===== config.mk =====
export PLATFORM = sky130hd
export DESIGN_NAME = process_queue_priority_pop
export DESIGN_NICKNAME = d
export VERILOG_FILES = /design/src/sv/pqp_pkg.sv /design/src/sv/pqp_ram.sv /design/src/sv/pqp_ctrl.sv /design/src/sv/pqp_dpath.sv /design/src/sv/process_queue_priority_pop.sv
export VERILOG_INCLUDE_DIRS = /design/src /design/src/sv
export SDC_FILE = /design/constraint.sdc
export NUM_CORES = 1
export LEC_CHECK = 0
export BUFFER_PORTS_ARGS = -buffer_cell sky130_fd_sc_hd__buf_2
export CAP_MARGIN = 20
export CORE_ASPECT_RATIO = 0.6
export CORE_UTILIZATION = 64
export CTS_BUF_LIST = sky130_fd_sc_hd__clkbuf_8
export DETAILED_ROUTE_END_ITERATION = 8
export PLACE_DENSITY = 0.84
export SLEW_MARGIN = 15
export SYNTH_ARGS = -nofsm -noshare
export SYNTH_HDL_FRONTEND = slang
export SYNTH_HIERARCHICAL = 1
export SYNTH_SLANG_ARGS = --single-unit

===== constraint.sdc =====
create_clock -name clk_i -period 10.8 [get_ports clk_i]
set_input_delay 0.54 -clock clk_i [delete_from_list [all_inputs] [get_ports clk_i]]
set_output_delay 0.54 -clock clk_i [all_outputs]
set_load 0.01 [all_outputs]

===== src/sv/process_queue_priority_pop_defines.svh =====
// Assertion macros for the process queue datapath RTL.
`ifndef PROCESS_QUEUE_PRIORITY_POP_DEFINES_SVH
`define PROCESS_QUEUE_PRIORITY_POP_DEFINES_SVH

// Check that cons holds in the same cycle as ante.
`define PQP_ASSERT_IMPL(label, ante, cons, msg) \
  label: assert property (@(posedge clk_i) disable iff (!rst_ni) (ante) |-> (cons)) \
    else $error(msg);

// Check that cons holds in the cycle after ante.
`define PQP_ASSERT_NEXT(label, ante, cons, msg) \
  label: assert property (@(posedge clk_i) disable iff (!rst_ni) (ante) |=> (cons)) \
    else $error(msg);

`endif


===== src/sv/pqp_pkg.sv =====
// Types and constants shared by the process queue modules.
`default_nettype none

package pqp_pkg;

  localparam int unsigned ModeW     = 2;
  localparam int unsigned IdW       = 16;
  localparam int unsigned RunTimeW  = 32;
  localparam int unsigned PrioW     = 16;
  localparam int unsigned StatusW   = 2;
  localparam int unsigned HeldW     = 5;
  localparam int unsigned RecW      = IdW + RunTimeW + PrioW;
  localparam int unsigned InDataW   = 64;
  localparam int unsigned OutDataW  = 72;

  typedef enum logic [ModeW-1:0] {
    MODE_PUSH       = 2'd0,
    MODE_POP        = 2'd1,
    MODE_REMOVE_MAX = 2'd2
  } mode_e;

  typedef enum logic [StatusW-1:0] {
    ST_OK    = 2'd0,
    ST_EMPTY = 2'd1,
    ST_FULL  = 2'd2
  } status_e;

  typedef enum logic [2:0] {
    S_IDLE,
    S_DECODE,
    S_SCAN,
    S_SHIFT,
    S_RESP
  } state_e;

  // Commands from the sequencer to the datapath.
  typedef struct packed {
    logic load_in;     // capture the request
    logic do_push;     // write the record at the tail, count up
    logic set_full;    // report full
    logic set_empty;   // report empty
    logic scan_init;   // start the priority scan
    logic scan_step;   // one scan read / compare
    logic head_pop;    // winner is at the head: advance head
    logic shift_init;  // start closing the gap behind the winner
    logic shift_step;  // one move toward the head
    logic shift_done;  // count down after the shift
    logic resp_load;   // load the output register
  } cmd_t;

  // Status from the datapath to the sequencer.
  typedef struct packed {
    mode_e mode;
    logic  full;
    logic  empty;
    logic  scan_done;
    logic  best_at_head;
    logic  shift_done;
    logic  out_free;
  } sts_t;

endpackage

`default_nettype wire


===== src/sv/pqp_ram.sv =====
// Generic single-write, single-read RAM with registered read data.
`default_nettype none

module pqp_ram #(
  parameter int unsigned WIDTH = 64,
  parameter int unsigned DEPTH = 16
) (
  input  wire logic                     clk_i,
  input  wire logic                     we_i,
  input  wire logic [$clog2(DEPTH)-1:0] waddr_i,
  input  wire logic [WIDTH-1:0]         wdata_i,
  input  wire logic [$clog2(DEPTH)-1:0] raddr_i,
  output logic      [WIDTH-1:0]         rdata_o
);

  logic [WIDTH-1:0] mem_q [DEPTH];

  // Write port
  always_ff @(posedge clk_i) begin
    if (we_i) begin
      mem_q[waddr_i] <= wdata_i;
    end
  end

  // Registered read port
  always_ff @(posedge clk_i) begin
    rdata_o <= mem_q[raddr_i];
  end

endmodule

`default_nettype wire


===== src/sv/pqp_ctrl.sv =====
// Sequencer of the process queue: decodes a request and steps the datapath.
`default_nettype none

module pqp_ctrl (
  input  wire logic          clk_i,
  input  wire logic          rst_ni,
  input  wire logic          s_axis_tvalid_i,
  output logic               s_axis_tready_o,
  input  wire pqp_pkg::sts_t sts_i,
  output pqp_pkg::cmd_t      cmd_o
);

  pqp_pkg::state_e state_q, state_d;

  // State register
  always_ff @(posedge clk_i or negedge rst_ni) begin
    if (!rst_ni) begin
      state_q <= pqp_pkg::S_IDLE;
    end else begin
      state_q <= state_d;
    end
  end

  // Next state
  always_comb begin
    state_d = state_q;
    unique case (state_q)
      pqp_pkg::S_IDLE: begin
        if (s_axis_tvalid_i) begin
          state_d = pqp_pkg::S_DECODE;
        end
      end
      pqp_pkg::S_DECODE: begin
        priority if ((sts_i.mode == pqp_pkg::MODE_POP ||
                      sts_i.mode == pqp_pkg::MODE_REMOVE_MAX) && !sts_i.empty) begin
          state_d = pqp_pkg::S_SCAN;
        end else begin
          state_d = pqp_pkg::S_RESP;
        end
      end
      pqp_pkg::S_SCAN: begin
        if (sts_i.scan_done) begin
          state_d = sts_i.best_at_head ? pqp_pkg::S_RESP : pqp_pkg::S_SHIFT;
        end
      end
      pqp_pkg::S_SHIFT: begin
        if (sts_i.shift_done) begin
          state_d = pqp_pkg::S_RESP;
        end
      end
      pqp_pkg::S_RESP: begin
        if (sts_i.out_free) begin
          state_d = pqp_pkg::S_IDLE;
        end
      end
      default: state_d = pqp_pkg::S_IDLE;
    endcase
  end

  // Outputs
  always_comb begin
    cmd_o           = '0;
    s_axis_tready_o = 1'b0;
    unique case (state_q)
      pqp_pkg::S_IDLE: begin
        s_axis_tready_o = 1'b1;
        cmd_o.load_in   = s_axis_tvalid_i;
      end
      pqp_pkg::S_DECODE: begin
        unique case (sts_i.mode)
          pqp_pkg::MODE_PUSH: begin
            cmd_o.set_full = sts_i.full;
            cmd_o.do_push  = !sts_i.full;
          end
          pqp_pkg::MODE_POP, pqp_pkg::MODE_REMOVE_MAX: begin
            cmd_o.set_empty = sts_i.empty;
            cmd_o.scan_init = !sts_i.empty;
          end
          default: ;
        endcase
      end
      pqp_pkg::S_SCAN: begin
        cmd_o.scan_step  = 1'b1;
        cmd_o.head_pop   = sts_i.scan_done && sts_i.best_at_head;
        cmd_o.shift_init = sts_i.scan_done && !sts_i.best_at_head;
      end
      pqp_pkg::S_SHIFT: begin
        cmd_o.shift_step = 1'b1;
        cmd_o.shift_done = sts_i.shift_done;
      end
      pqp_pkg::S_RESP: begin
        cmd_o.resp_load = sts_i.out_free;
      end
      default: ;
    endcase
  end

endmodule

`default_nettype wire


===== src/sv/pqp_dpath.sv =====
// Datapath of the process queue: record store, scan, shift and output register.
`default_nettype none
`include "process_queue_priority_pop_defines.svh"

module pqp_dpath #(
  parameter int unsigned QUEUE_DEPTH = 16
) (
  input  wire logic                           clk_i,
  input  wire logic                           rst_ni,
  input  wire pqp_pkg::cmd_t                  cmd_i,
  output pqp_pkg::sts_t                       sts_o,
  input  wire logic [pqp_pkg::InDataW-1:0]    s_axis_tdata_i,
  input  wire logic [pqp_pkg::ModeW-1:0]      s_axis_tuser_i,
  input  wire logic                           m_axis_tready_i,
  output logic                                m_axis_tvalid_o,
  output logic      [pqp_pkg::OutDataW-1:0]   m_axis_tdata_o,
  output logic      [pqp_pkg::StatusW-1:0]    m_axis_tuser_o
);

  localparam int unsigned AW = $clog2(QUEUE_DEPTH);
  localparam int unsigned CW = $clog2(QUEUE_DEPTH + 1);
  localparam int unsigned SW = CW + 1;
  localparam logic [CW-1:0] DepthC = CW'(QUEUE_DEPTH);
  localparam logic [SW-1:0] DepthS = SW'(QUEUE_DEPTH);
  localparam int unsigned RW = pqp_pkg::RecW;
  localparam int unsigned PW = pqp_pkg::PrioW;

  // Control state
  logic [AW-1:0] head_q, head_d;
  logic [CW-1:0] count_q, count_d;
  logic          rd_valid_q, rd_valid_d;
  logic          m_valid_q, m_valid_d;

  // Working registers
  pqp_pkg::mode_e   mode_q;
  logic [RW-1:0]    in_rec_q;
  logic [CW-1:0]    idx_q, idx_d;
  logic [CW-1:0]    len_q, len_d;
  logic [CW-1:0]    rd_pos_q;
  logic [CW-1:0]    best_pos_q, best_pos_d;
  logic [RW-1:0]    best_rec_q, best_rec_d;
  pqp_pkg::status_e status_q, status_d;
  logic             got_q, got_d;
  logic [RW-1:0]                 out_rec_q;
  pqp_pkg::status_e              out_status_q;
  logic [pqp_pkg::HeldW-1:0]     out_held_q;

  // RAM ports
  logic          ram_we;
  logic [AW-1:0] ram_waddr;
  logic [RW-1:0] ram_wdata;
  logic [AW-1:0] ram_raddr;
  logic [RW-1:0] ram_rdata;

  logic rd_issue;
  logic shift_wr;
  logic take_best;

  // Map a position counted from the head to a RAM address.
  function automatic logic [AW-1:0] phys(input logic [AW-1:0] head,
                                         input logic [CW-1:0] pos);
    logic [SW-1:0] sum;
    sum = SW'(head) + SW'(pos);
    if (sum >= DepthS) begin
      sum = sum - DepthS;
    end
    return sum[AW-1:0];
  endfunction

  pqp_ram #(
    .WIDTH (RW),
    .DEPTH (QUEUE_DEPTH)
  ) u_store (
    .clk_i   (clk_i),
    .we_i    (ram_we),
    .waddr_i (ram_waddr),
    .wdata_i (ram_wdata),
    .raddr_i (ram_raddr),
    .rdata_o (ram_rdata)
  );

  // Read one entry per cycle during scan and shift
  always_comb begin
    rd_issue  = (cmd_i.scan_step && (idx_q < len_q)) ||
                (cmd_i.shift_step && (idx_q < count_q));
    ram_raddr = phys(head_q, idx_q);
  end

  // Write the tail on push, or close the gap one place behind the read
  always_comb begin
    shift_wr  = cmd_i.shift_step && rd_valid_q;
    ram_we    = cmd_i.do_push || shift_wr;
    ram_waddr = cmd_i.do_push ? phys(head_q, count_q) : phys(head_q, rd_pos_q - 1'b1);
    ram_wdata = cmd_i.do_push ? in_rec_q : ram_rdata;
  end

  // Keep the first entry seen with the largest priority
  always_comb begin
    take_best = cmd_i.scan_step && rd_valid_q &&
                ((rd_pos_q == '0) ||
                 ($signed(ram_rdata[PW-1:0]) > $signed(best_rec_q[PW-1:0])));
  end

  // Next values of queue and sequencing registers
  always_comb begin
    head_d     = head_q;
    count_d    = count_q;
    idx_d      = idx_q;
    len_d      = len_q;
    best_pos_d = take_best ? rd_pos_q : best_pos_q;
    best_rec_d = take_best ? ram_rdata : best_rec_q;
    status_d   = status_q;
    got_d      = got_q;
    rd_valid_d = rd_issue;
    m_valid_d  = m_valid_q && !m_axis_tready_i;

    if (cmd_i.load_in) begin
      status_d = pqp_pkg::ST_OK;
      got_d    = 1'b0;
    end
    if (cmd_i.set_full) begin
      status_d = pqp_pkg::ST_FULL;
    end
    if (cmd_i.set_empty) begin
      status_d = pqp_pkg::ST_EMPTY;
    end
    if (cmd_i.do_push) begin
      count_d = count_q + 1'b1;
    end
    if (cmd_i.scan_init) begin
      idx_d = '0;
      len_d = (mode_q == pqp_pkg::MODE_POP) ? CW'(1) : count_q;
    end
    if (rd_issue) begin
      idx_d = idx_q + 1'b1;
    end
    if (cmd_i.head_pop) begin
      head_d  = (head_q == AW'(QUEUE_DEPTH - 1)) ? '0 : head_q + 1'b1;
      count_d = count_q - 1'b1;
      got_d   = 1'b1;
    end
    if (cmd_i.shift_init) begin
      idx_d = best_pos_q + 1'b1;
      got_d = 1'b1;
    end
    if (cmd_i.shift_done) begin
      count_d = count_q - 1'b1;
    end
    if (cmd_i.resp_load) begin
      m_valid_d = 1'b1;
    end
  end

  // Control registers
  always_ff @(posedge clk_i or negedge rst_ni) begin
    if (!rst_ni) begin
      head_q     <= '0;
      count_q    <= '0;
      rd_valid_q <= 1'b0;
      m_valid_q  <= 1'b0;
    end else begin
      head_q     <= head_d;
      count_q    <= count_d;
      rd_valid_q <= rd_valid_d;
      m_valid_q  <= m_valid_d;
    end
  end

  // Payload registers
  always_ff @(posedge clk_i) begin
    if (cmd_i.load_in) begin
      mode_q   <= pqp_pkg::mode_e'(s_axis_tuser_i);
      in_rec_q <= {s_axis_tdata_i[15:0], s_axis_tdata_i[47:16], s_axis_tdata_i[63:48]};
    end
    idx_q      <= idx_d;
    len_q      <= len_d;
    rd_pos_q   <= idx_q;
    best_pos_q <= best_pos_d;
    best_rec_q <= best_rec_d;
    status_q   <= status_d;
    got_q      <= got_d;
    if (cmd_i.resp_load) begin
      out_rec_q    <= got_q ? best_rec_q : '0;
      out_status_q <= status_q;
      out_held_q   <= pqp_pkg::HeldW'(count_q);
    end
  end

  // Status to the sequencer
  always_comb begin
    sts_o.mode         = mode_q;
    sts_o.full         = (count_q == DepthC);
    sts_o.empty        = (count_q == '0);
    sts_o.scan_done    = (idx_q == len_q) && !rd_valid_q;
    sts_o.best_at_head = (best_pos_q == '0);
    sts_o.shift_done   = (idx_q == count_q) && !rd_valid_q;
    sts_o.out_free     = !m_valid_q || m_axis_tready_i;
  end

  // Output stream: id, run time, priority, held count from bit 0 up
  assign m_axis_tvalid_o = m_valid_q;
  assign m_axis_tdata_o  = {3'b000, out_held_q, out_rec_q[PW-1:0],
                            out_rec_q[RW-pqp_pkg::IdW-1:PW],
                            out_rec_q[RW-1:RW-pqp_pkg::IdW]};
  assign m_axis_tuser_o  = out_status_q;

  `PQP_ASSERT_IMPL(a_count_bound, 1'b1, count_q <= DepthC, "record count above depth")
  `PQP_ASSERT_IMPL(a_push_room, cmd_i.do_push, count_q < DepthC, "push into full queue")
  `PQP_ASSERT_NEXT(a_push_count, cmd_i.do_push, count_q == $past(count_q) + 1'b1,
                   "push did not count up")
  `PQP_ASSERT_IMPL(a_shift_target, shift_wr, rd_pos_q != '0, "shift wrote before head")
  `PQP_ASSERT_IMPL(a_pop_nonempty, cmd_i.head_pop || cmd_i.shift_done, count_q != '0,
                   "removal from empty queue")

endmodule

`default_nettype wire


===== src/sv/process_queue_priority_pop.sv =====
// Top level of the bounded process queue with head pop and max-priority removal.
//
// The queue holds up to QUEUE_DEPTH process records (id, runtime, signed
// priority) in arrival order in a RAM used as a ring. Each input transfer is
// a push to the tail, a pop from the head or removal of the record with the
// largest priority (the one nearest the head on a tie); an unused mode code
// leaves the queue as it is. Each input transfer yields exactly one output
// transfer with a status (full or empty when rejected), the removed record
// (zeros otherwise) and the count held afterwards. Requests are handled one
// at a time. The RAM moves one entry per cycle, and that sets the time. While
// an earlier result still waits in the output register, the next load waits
// too, and a new request is taken only after that load.
`default_nettype none

module process_queue_priority_pop #(
  parameter int unsigned QUEUE_DEPTH = 16
) (
  input  wire logic                          clk_i,
  input  wire logic                          rst_ni,
  input  wire logic                          s_axis_tvalid_i,
  output logic                               s_axis_tready_o,
  // proc_id[15:0], run_time[47:16], priority_req[63:48]
  input  wire logic [pqp_pkg::InDataW-1:0]   s_axis_tdata_i,
  // mode[1:0]
  input  wire logic [pqp_pkg::ModeW-1:0]     s_axis_tuser_i,
  output logic                               m_axis_tvalid_o,
  input  wire logic                          m_axis_tready_i,
  // out_id[15:0], out_run_time[47:16], out_priority[63:48], held_count[68:64]
  output logic      [pqp_pkg::OutDataW-1:0]  m_axis_tdata_o,
  // status[1:0]
  output logic      [pqp_pkg::StatusW-1:0]   m_axis_tuser_o
);

  pqp_pkg::cmd_t cmd;
  pqp_pkg::sts_t sts;

  pqp_ctrl u_ctrl (
    .clk_i           (clk_i),
    .rst_ni          (rst_ni),
    .s_axis_tvalid_i (s_axis_tvalid_i),
    .s_axis_tready_o (s_axis_tready_o),
    .sts_i           (sts),
    .cmd_o           (cmd)
  );

  pqp_dpath #(
    .QUEUE_DEPTH (QUEUE_DEPTH)
  ) u_dpath (
    .clk_i           (clk_i),
    .rst_ni          (rst_ni),
    .cmd_i           (cmd),
    .sts_o           (sts),
    .s_axis_tdata_i  (s_axis_tdata_i),
    .s_axis_tuser_i  (s_axis_tuser_i),
    .m_axis_tready_i (m_axis_tready_i),
    .m_axis_tvalid_o (m_axis_tvalid_o),
    .m_axis_tdata_o  (m_axis_tdata_o),
    .m_axis_tuser_o  (m_axis_tuser_o)
  );

endmodule

`default_nettype wire


After elaboration in Yosys (flattened, before gate mapping) --
Memories as Yosys holds them, arrays and structs flattened. A register that Yosys moved wholly into a read port is not among the register bits. Index checks and enable logic that the tools add are counted.
Cells by class: $add $sub $neg 12, order comparisons 6, equality and inequality tests 14, mux-type cells 32, reduce and logical (&&, ||, !) cells 33
Operators by type and width (number):
- 64-bit two-way mux | 1
- 5-bit two-way mux | 6
- 4-bit two-way mux | 6
- 3-bit two-way mux | 7
- 4-bit by 5-bit adder with 6-bit output | 3
- 6-bit by 5-bit >= comparator with 1-bit output (second input constant) | 3
- 16-bit > comparator | 1
- 5-bit by 1-bit adder with 5-bit output (second input constant) | 3
- 5-bit logical NOT | 3
- 3-bit case mux with 5 select lines | 1
- 4-bit by 1-bit subtractor with 4-bit output (second input constant) | 3
- 1-bit logical AND | 11
- 5-bit equality test | 2
- 5-bit < comparator | 2
- 2-bit two-way mux | 5
- 5-bit by 1-bit subtractor with 5-bit output (second input constant) | 2
- 3-bit by 2-bit equality test with 1-bit output (second input constant) | 2
- 1-bit logical NOT | 6
- 1-bit two-way mux | 6
- 2-bit by 1-bit != test with 1-bit output (second input constant) | 3
- 3-bit nonzero test | 2
- 5-bit equality test (second input constant) | 1
- 1-bit logical OR | 5
- 4-bit by 1-bit adder with 4-bit output (second input constant) | 1
- 11 further kinds | 12
Word-level totals: register bits 238, bits in writable memories 1024, input port bits 70, output and inout port bits 76, word-level logic and storage cells 115, memories kept 1
Memories:
- u_dpath.u_store.mem_q | words 16, width 64, rd ports 1, clocked after Yosys merged registers in 1, write ports 1, line pqp_ram.sv:16 | logic [WIDTH-1:0] mem_q [DEPTH];

Longest topological paths before layout --
Gate-level depths: netlist of the first run.
word-level depth 8, depth in mapped cells 16, mapped depth without buffers 13

Hierarchy --
Netlist of the first run, hierarchy kept.
Modules (own cells, without submodules):
- pqp_ram | instances 1, cells an instance 1647, area each 39581.7 µm², seq. area each 32030.7 µm²
- pqp_dpath | instances 1, cells an instance 596, area each 9714.3 µm², seq. area each 6921.6 µm²
- pqp_ctrl | instances 1, cells an instance 44, area each 359.1 µm², seq. area each 75.1 µm²

Least setup slack after synthesis of the first run --
Ideal clock, no wire load.
path type register to register, start register u_dpath.count_q[0], end memory u_dpath.u_store.mem_q[0][0] (enable), library setup time 565 ps, arrival 7339 ps, data required time 10235 ps, slack 2897 ps, cell stages (with the launch flop) 17, buffers on the path 3, period minus slack after synthesis 7903 ps, path through dfrtp_1 -> inv_1 -> ha_1 -> and3_1 -> nor2_1 -> buf_2 -> buf_4 -> buf_2 -> nand2_1 -> o21ai_0 -> ha_1 -> a21o_1 -> a21oi_1 -> xnor2_1 -> xnor2_1 -> or3b_2 -> nor3_1
RTL lines:
- from (decl) | line pqp_dpath.sv:30 | logic [CW-1:0] count_q, count_d;
- from (signal assigned) | line pqp_dpath.sv:163 | count_q <= count_d;
- to (decl) | line pqp_ram.sv:16

==> metrics.json, run 1 <==
{
  "synth_edf_count": 1240,
  "routed_wl_mm": 103.4,
  "rel_slew_slack_pct": 22.29,
  "wp_data_required_ps": 11230,
  "initialDrtViolationCount": 2784,
  "areaGrowthSynthToFinish_pct": 11.85,
  "cp.arrival_ps": 6760,
  "setup_tns_ps": 0,
  "final_gp_congestion": 0.8283,
  "ant_nets": 0,
  "maximum_operating_frequency_mhz": 158.1,
  "cts_tree": "built",
  "finalHoldViolCount": 0,
  "met2_usage_pct": 41.83,
  "yosysWarningCount": 6,
  "timing.critical_path.from_type": "flip-flop",
  "nets_final": 2722,
  "timing_max_transition_violations_final": 0,
  "cts_clk_pin_slew_worst_paths_ps": 70,
  "cts_num_sinks": 1326,
  "initial_utilization_pct": 65.23,
  "use_met1_pct": 38.45,
  "worst-path-buf-inv": 4,
  "detail_route.drc_violations": 0,
  "die_height_um": 217.8,
  "seq_cells_post_synth": 1326,
  "worst-slew-pin-transition_ps": 1166,
  "max_stage_delay_ps": 850,
  "number_of_fill_cells_in_the_layout": 4089,
  "critical-path-slowest-cell": "sky130_fd_sc_hd__buf_4",
  "place.port_buffers": 142,
  "synthFlopType": "sky130_fd_sc_hd__edfxtp_1",
  "ios": 146,
  "final.period_utilization_pct": 58.58,
  "total_power_mw": 14.54,
  "insertedDiodeCount": 0,
  "first_global_vias": 24910,
  "setup_viol": 0,
  "ys_async_sr_fraction_pct": 1.056,
  "final_layout_size_suffix_gt1_share_pct": 27.66,
  "grt_first_pass_wirelength_mm": 153.9,
  "clock_insertion_delay_worst_skew_ps": 830,
  "path_delay_family": "buffers and inverters",
  "vdd_ir_drop_max_mv": 0.1865,
  "stdcell_area_mm2": 0.05554,
  "dr_total_vias": 24000,
  "status": "finished, final reports clean",
  "pwr_density_cell_mw_per_mm2": 261.9,
  "placement.setup.worst_slack_ps": 4769,
  "leading_cell_types_in_the_layout_fill_and_taps_excluded": "1,240 x sky130_fd_sc_hd__edfxtp_1, 256 x sky130_fd_sc_hd__mux4_2, 187 x sky130_fd_sc_hd__clkbuf_8",
  "grt_use_total_pct": 26.94,
  "critPathMostFrequentCell": "sky130_fd_sc_hd__buf_4",
  "detail_route.first_pass.iterations": 6,
  "use_met3_pct": 5.991,
  "post_detail_place_hpwl_mm": 54.34,
  "antenna_found_initial": 0,
  "worst_hold_path_type": "in -> reg",
  "worst-setup-path-type": "reg -> reg",
  "row_count": 78,
  "layout_setup_ws_ps": 4474,
  "cts_resized": 0,
  "htreeDepth": 4,
  "placedInstanceArea_mm2": 0.05149,
  "clock-root-buffer": "sky130_fd_sc_hd__clkbuf_8",
  "via_to_cell_ratio": 6.398,
  "syn_area_per_cell_um2": 21.71,
  "timing.critical_path.fanout_max": 45,
  "p_leak_nw": 18.58,
  "syn_area_mm2": 0.04966,
  "grt_max_degree": 118,
  "ff2ff_setup_slack_ps": 4470,
  "die_width_um": 361.6,
  "period_needed_ps": 6326,
  "cts_max_path_buffers": 3,
  "sort_of_element_at_the_end_of_the_critical_path": "flip-flop",
  "layout_commonest_cell": "sky130_fd_sc_hd__edfxtp_1",
  "synth_cells": 2287,
  "globalRoute.busiestLayer": "met2",
  "globalRoute.totalOverflow": 0,
  "floorplan.core_area_mm2": 0.07612,
  "synth_cell_type_count": 64,
  "grt_setup_unrepaired": "no",
  "cap_viol_max_count": 0,
  "drt-wirelength-per-cell_um": 27.56,
  "number_of_clock_buffers_inserted_by_tritoncts": 174,
  "ys_seq_area_share_pct": 78.60,
  "floorplan.die_area_mm2": 0.07874,
  "fin_skew_ps": 36.01,
  "cp_cell_sequence": "inv_1, ha_1, and3_1, nor2_4, buf_4, buf_4, o21ai_0, ha_1, a21o_1, a21oi_1, xnor2_1, xnor2_1, nand3b_1, nor2_4, buf_4"
}
==> worst register-to-register path, delay by kind of cell, from the launching register on <==
kind	cells	cell delay, ps
buf+inv	4	2300
xor+xnor	2	480
compound gates	3	620
simple gates	4	1480
flops	1	510
fa+ha+maj	2	480
==> sequential cells by signal, indices dropped and copies added, names as in the netlist, 3 cells and up <==
signal / count
u_dpath/rd_pos_q: 5
u_dpath/out_rec_q: 64
u_dpath/len_q: 5
u_dpath/idx_q: 5
u_dpath/u_store/rdata_o: 64
u_dpath/in_rec_q: 64
u_dpath/best_rec_q: 64
u_dpath/u_store/mem_q: 1024
u_dpath/count_q: 5
u_dpath/out_held_q: 5
u_dpath/best_pos_q: 5
u_dpath/head_q: 4
u_ctrl/state_q: 3
==> metrics by stage <==
stage               std cells  hold slack (ps)  utilization (%)
CTS                      3746            31.11            72.77
global placement         3360            409.1            67.64
global route             3751            159.0            72.96
floorplan                2289            244.4                -
detailed placement       3360            414.9            67.64
finish                   3751            111.1            72.96
==> cells in the mapped netlist (7+ instances only) <==
master	count	area [µm²]
sky130_fd_sc_hd__a21o_1	7	52.55
sky130_fd_sc_hd__a21oi_1	13	65.06
sky130_fd_sc_hd__a22oi_1	128	960.9
sky130_fd_sc_hd__and2_1	70	437.9
sky130_fd_sc_hd__buf_1	17	63.81
sky130_fd_sc_hd__buf_2	21	105.1
sky130_fd_sc_hd__buf_4	12	90.09
sky130_fd_sc_hd__buf_6	15	168.9
sky130_fd_sc_hd__clkbuf_1	43	161.4
sky130_fd_sc_hd__dfrtp_1	14	350.3
sky130_fd_sc_hd__dfxtp_1	72	1441
sky130_fd_sc_hd__edfxtp_1	1240	37240
sky130_fd_sc_hd__ha_1	41	513.0
sky130_fd_sc_hd__inv_1	43	161.4
sky130_fd_sc_hd__mux2_2	59	664.4
sky130_fd_sc_hd__mux4_2	256	5766
sky130_fd_sc_hd__nand2_1	86	322.8
sky130_fd_sc_hd__nand2b_1	7	43.79
sky130_fd_sc_hd__nand3_1	12	60.06
sky130_fd_sc_hd__nor2_1	24	90.09
sky130_fd_sc_hd__nor3_1	9	45.04
sky130_fd_sc_hd__o21ai_0	7	35.03
sky130_fd_sc_hd__xnor2_1	13	113.9
==> metal layers <==
metal | vias to the layer above | wire length [µm] | part of all wire [%]
met3 | 207 | 10550 | 10
li1 | 10040 | - | -
met5 | - | 0 | 0
met1 | 12410 | 40300 | 39
met2 | 1347 | 49720 | 48
met4 | 0 | 2796 | 2.7
==> timing repair <==
| action | 4_1_cts | 5_1_grt |
|---|---|---|
| hold buffers | 68 | 0 |
| hold endpoints to repair | 81 | 0 |
| buffers inserted | 0 | 0 |
==> report_power, final <==
part / internal, mW / leakage [nW] / switching (mW)
Combinational: 1.57 / 4.64 / 2.44
Clock: 1.69 / 1.91 / 1.77
Sequential: 6.83 / 12.0 / 0.241
Total: 10.1 / 18.6 / 4.45
==> path summary, 6_finish.rpt <==
path,start,end,cells after the start
min in group asynchronous,rst_ni,u_dpath/count_q[0],2
setup / recovery,u_dpath/count_q[0],u_dpath/u_store/mem_q[9][36],15
setup reg to reg,u_dpath/count_q[0],u_dpath/u_store/mem_q[9][36],15
max in group asynchronous,rst_ni,u_dpath/head_q[2],2
hold reg to reg,u_dpath/u_store/rdata_o[61],u_dpath/best_rec_q[61],0
hold / removal,s_axis_tvalid_i,u_ctrl/state_q[0],3
==> final cells by class <==
class / count / area, µm² / area share (%)
Sequential cell: 1326 / 39030 / 70.27
Tap cell: 1000 / 1251 / 2.253
Clock buffer: 187 / 2574 / 4.634
Inverter: 45 / 176.4 / 0.3177
Clock inverter: 131 / 651.9 / 1.174
Timing Repair Buffer: 252 / 1810 / 3.260
Multi-Input combinational cell: 810 / 10050 / 18.09
==> kinds of logic (layout without fill, tap and decap cells) <==
logic type	count (synthesis)	count (layout)	synth area share [%]
adders and majority gates	43	43	1.114
xor gates and xnor gates	19	19	0.3351
and+or+nand+nor	245	245	2.595
muxes	322	322	13.10
buffers and inverters	153	615	1.527
other	1	3	0.007552
DFF	1326	1326	78.60
AOI/OAI and AO/OA	178	178	2.724
Power figures use the tool's default switching activity.
==> run 2: changes to the inputs <==
--- a/config.mk
+++ b/config.mk
@@ -9,10 +9,10 @@
 export BUFFER_PORTS_ARGS = -buffer_cell sky130_fd_sc_hd__buf_2
 export CAP_MARGIN = 20
 export CORE_ASPECT_RATIO = 0.6
-export CORE_UTILIZATION = 64
+export CORE_UTILIZATION = 58
 export CTS_BUF_LIST = sky130_fd_sc_hd__clkbuf_8
 export DETAILED_ROUTE_END_ITERATION = 8
-export PLACE_DENSITY = 0.84
+export PLACE_DENSITY = 0.8
 export SLEW_MARGIN = 15
 export SYNTH_ARGS = -nofsm -noshare
 export SYNTH_HDL_FRONTEND = slang
==> constraint.sdc (replaced) <==
create_clock -name clk_i -period 5.6 [get_ports clk_i]
set_input_delay 0.28 -clock clk_i [delete_from_list [all_inputs] [get_ports clk_i]]
set_output_delay 0.28 -clock clk_i [all_outputs]
set_load 0.01 [all_outputs]
==> run 2 against run 1 <==
Net effect:
- critical path depth down 2
- total power up 96%
- register-to-register slack worse by 3200 ps
- global-route usage down 2.9 points
- cell count up 4.3%
- highest routed layer unchanged
- largest cell class unchanged
- via count down 0.27%
- wire length down 1.1%
==> metrics.json, run 2 (synthesis gave the netlist of run 1 again) <==
{
  "wp_data_required": {"value": 6070, "unit": "ps", "change": "-5160 ps"},
  "finalHoldViolCount": {"value": 0, "change": "unchanged"},
  "clock_insertion_delay_worst_skew": {"value": 860, "unit": "ps", "change": "+30 ps"},
  "row_count": {"value": 82, "change": "+5.1%"},
  "final_gp_congestion": {"value": 0.8218, "change": "-0.78%"},
  "final.period_utilization": {"value": 77.27, "unit": "%", "change": "+19 points"},
  "total_power": {"value": 28.53, "unit": "mW", "change": "+96%"},
  "placement.setup.worst_slack": {"value": 1361, "unit": "ps", "change": "-3408 ps"},
  "grt_max_degree": {"value": 120, "change": "+1.7%"},
  "final_core_util": {"value": 66.69, "unit": "%", "change": "-6.3 points"},
  "leading_cell_types_in_the_layout_fill_and_taps_excluded": "1,240 x sky130_fd_sc_hd__edfxtp_1, 256 x sky130_fd_sc_hd__mux4_2, 198 x sky130_fd_sc_hd__clkbuf_8",
  "ios": {"value": 146, "change": "unchanged"},
  "htreeDepth": {"value": 4, "change": "unchanged"},
  "cts_tree": "built",
  "timing.critical_path.from_type": "flip-flop",
  "worst_hold_path_type": "in -> reg",
  "cap_viol_max_count": {"value": 0, "change": "unchanged"},
  "via_to_cell_ratio": {"value": 6.115, "change": "-4.4%"},
  "p_int": {"value": 19.68, "unit": "mW", "change": "+95%"},
  "sequentialPowerShare": {"value": 48.1, "unit": "%", "change": "-0.5 points"},
  "layout_commonest_cell": "sky130_fd_sc_hd__edfxtp_1",
  "status": "finished, final reports clean",
  "power.share.combinational": {"value": 27.4, "unit": "%", "change": "-0.2 points"},
  "maximum_operating_frequency": {"value": 231.1, "unit": "MHz", "change": "+46%"},
  "nets_final": {"value": 2741, "change": "+0.70%"},
  "grt_use_total": {"value": 24.02, "unit": "%", "change": "-2.9 points"},
  "timing.reg2reg.worst_path_depth": {"value": 13, "change": "-2"},
  "fin_skew": {"value": 38.86, "unit": "ps", "change": "+2.849 ps"},
  "worst-slew-pin-transition": {"value": 1094, "unit": "ps", "change": "-71.17 ps"},
  "clkPwrFrac": {"value": 24.5, "unit": "%", "change": "+0.7 points"},
  "power.switching_fraction": {"value": 31.02, "unit": "%", "change": "+0.40 points"},
  "whs_path_depth": {"value": 2, "change": "-1"},
  "dr_total_vias": {"value": 23930, "change": "-0.27%"},
  "cts_num_sinks": {"value": 1326, "change": "unchanged"},
  "max_flop_register": "u_dpath/u_store/mem_q",
  "holdCritStartpoint": "s_axis_tdata_i[6]",
  "drt-wirelength-per-cell": {"value": 26.13, "unit": "µm", "change": "-5.2%"},
  "vdd_ir_drop_max": {"value": 0.4968, "unit": "mV", "change": "+170%"},
  "timing_max_transition_violations_final": {"value": 0, "change": "unchanged"},
  "die_height": {"value": 228.6, "unit": "µm", "change": "+5.0%"},
  "timing.critical_path.fanout_max": {"value": 56, "change": "+24%"},
  "antenna_found_initial": {"value": 2, "change": "+2"},
  "p_leak": {"value": 18.78, "unit": "nW", "change": "+1.1%"},
  "first_global_vias": {"value": 24710, "change": "-0.81%"},
  "largest_reg_flops": {"value": 1024, "change": "unchanged"},
  "place.port_buffers": {"value": 142, "change": "unchanged"},
  "number_of_fill_cells_in_the_layout": {"value": 5101, "change": "+25%"},
  "grt_first_pass_wirelength": {"value": 153.7, "unit": "mm", "change": "-0.13%"},
  "period_needed": {"value": 4327, "unit": "ps", "change": "-1999 ps"},
  "floorplan.die_area": {"value": 0.08683, "unit": "mm²", "change": "+10%"},
  "die_width": {"value": 379.7, "unit": "µm", "change": "+5.0%"},
  "detail_route.drc_violations": {"value": 0, "change": "unchanged"},
  "detail_route.first_pass.iterations": {"value": 6, "change": "unchanged"},
  "number_of_clock_buffers_inserted_by_tritoncts": {"value": 179, "change": "+2.9%"},
  "net-switching-power": {"value": 8.851, "unit": "mW", "change": "+99%"},
  "initialDrtViolationCount": {"value": 2651, "change": "-4.8%"},
  "initial_utilization": {"value": 59.02, "unit": "%", "change": "-6.2 points"},
  "floorplan.core_area": {"value": 0.08413, "unit": "mm²", "change": "+11%"},
  "cts_max_path_buffers": {"value": 3, "change": "unchanged"},
  "clock-root-buffer": "sky130_fd_sc_hd__clkbuf_8",
  "grt_setup_unrepaired": "no",
  "layout_setup_ws": {"value": 1273, "unit": "ps", "change": "-3201 ps"},
  "ant_nets": {"value": 0, "change": "unchanged"},
  "ff2ff_setup_slack": {"value": 1270, "unit": "ps", "change": "-3200 ps"},
  "areaGrowthSynthToFinish_pct": 13.00,
  "globalRoute.totalOverflow": {"value": 0, "change": "unchanged"},
  "worst-setup-path-type": "reg -> reg",
  "cp.arrival": {"value": 4800, "unit": "ps", "change": "-1960 ps"},
  "critical_path.reg2reg.endpoint": "u_dpath/u_store/mem_q[1][35]",
  "routed_wl": {"value": 102.3, "unit": "mm", "change": "-1.1%"},
  "final_layout_size_suffix_gt1_share": {"value": 28.39, "unit": "%", "change": "+0.73 points"},
  "pwr_density_cell": {"value": 508.5, "unit": "mW/mm²", "change": "+94%"},
  "rel_slew_slack": {"value": 27.03, "unit": "%", "change": "+4.7 points"},
  "post_detail_place_hpwl": {"value": 59.43, "unit": "mm", "change": "+9.4%"},
  "setup_tns": {"value": 0, "unit": "ps", "change": "unchanged"},
  "reg2reg_from": "u_ctrl/state_q[1]",
  "cts_clk_pin_slew_worst_paths": {"value": 60, "unit": "ps", "change": "about the same"},
  "setup_viol": {"value": 0, "change": "unchanged"},
  "worstHoldEndpoint": "u_dpath/in_rec_q[54]",
  "sort_of_element_at_the_end_of_the_critical_path": "flip-flop",
  "cts.repair_timing.setup_buffer_count": {"value": 0, "change": "unchanged"}
}
## run 2: cell types whose count changed in the layout (fill, tap and decap cells not counted), moves of 4 or more
| cell | delta |
|---|---|
| sky130_fd_sc_hd__clkbuf_8 | +11 |
| sky130_fd_sc_hd__buf_4 | +7 |
| sky130_fd_sc_hd__nor3_2 | -5 |
| sky130_fd_sc_hd__buf_12 | +11 |
| sky130_fd_sc_hd__clkinv_1 | -4 |
| sky130_fd_sc_hd__nor3_4 | +5 |
| sky130_fd_sc_hd__buf_16 | -5 |
## run 2: layout make-up
class	count	area, µm²	area share [%]
diodes	1	2.502	0.004460
clock buffers	198	2725	4.857
clock inverters	134	724.4	1.291
inverters	45	176.4	0.3144
multi-input cells	810	10080	17.96
flip-flops and latches	1326	39030	69.56
well taps	1134	1419	2.529
repair buffers	266	1954	3.483
## run 2: stage by stage
stage	area (µm²)	instances	hold slack [ps]
after CTS	56110	3913	31.18
after floorplan	49730	2289	-15.59
after global placement	51960	3511	213.0
final	56110	3914	122.6
after global routing	56110	3913	88.64
after detailed placement	51960	3511	234.3
## run 2: worst max-delay path by stage
stage	from	end	slack [ps]	cells past startpoint
global route	u_ctrl/state_q[1]	u_dpath/u_store/mem_q[12][39]	970	13
global placement	u_dpath/count_q[0]	u_dpath/u_store/mem_q[0][51]	1450	14
detailed placement	u_ctrl/state_q[1]	u_dpath/u_store/mem_q[12][56]	1360	13
CTS	u_ctrl/state_q[1]	u_dpath/u_store/mem_q[12][44]	1330	13
finish	u_ctrl/state_q[1]	u_dpath/u_store/mem_q[1][35]	1270	13
floorplan	u_dpath/count_q[0]	u_dpath/u_store/mem_q[1][0]	-570	16
## run 2: power by group through the flow
stage / Clock, mW / Sequential (mW) / Combinational [mW]
final: 7.00 / 13.7 / 7.82
after CTS: 7.14 / 13.7 / 7.85
after global routing: 7.58 / 13.8 / 8.42
after detailed placement: 0 / 13.9 / 7.79
after floorplan: 0 / 13.7 / 5.54
after global placement: 0 / 13.9 / 7.47
## run 2: routing by layer
layer,global-route usage [%],part of all wire [%],vias up
li1,-,-,10110
met1,36.40,42,12320
met2,34.75,45,1352
met3,6.092,11,157
met4,7.497,1.8,0
met5,0,0,-
## run 2: worst max-delay path, stage by stage (launching register included)
cell and delay [ps]:
sky130_fd_sc_hd__dfrtp_1 540, sky130_fd_sc_hd__nor2_1 280, sky130_fd_sc_hd__nand3_1 260, sky130_fd_sc_hd__nor2_4 260, sky130_fd_sc_hd__nand2_1 70, sky130_fd_sc_hd__o21ai_0 170, sky130_fd_sc_hd__ha_1 310, sky130_fd_sc_hd__a21o_1 150
sky130_fd_sc_hd__a21oi_1 180, sky130_fd_sc_hd__xnor2_1 150, sky130_fd_sc_hd__xnor2_1 140, sky130_fd_sc_hd__or3b_2 610, sky130_fd_sc_hd__nor2_4 350, sky130_fd_sc_hd__buf_12 380
## run 2: repair_timing
item	in CTS	in global routing
hold buffers	70	0
resized for setup	0	0
hold endpoints to repair	92	0
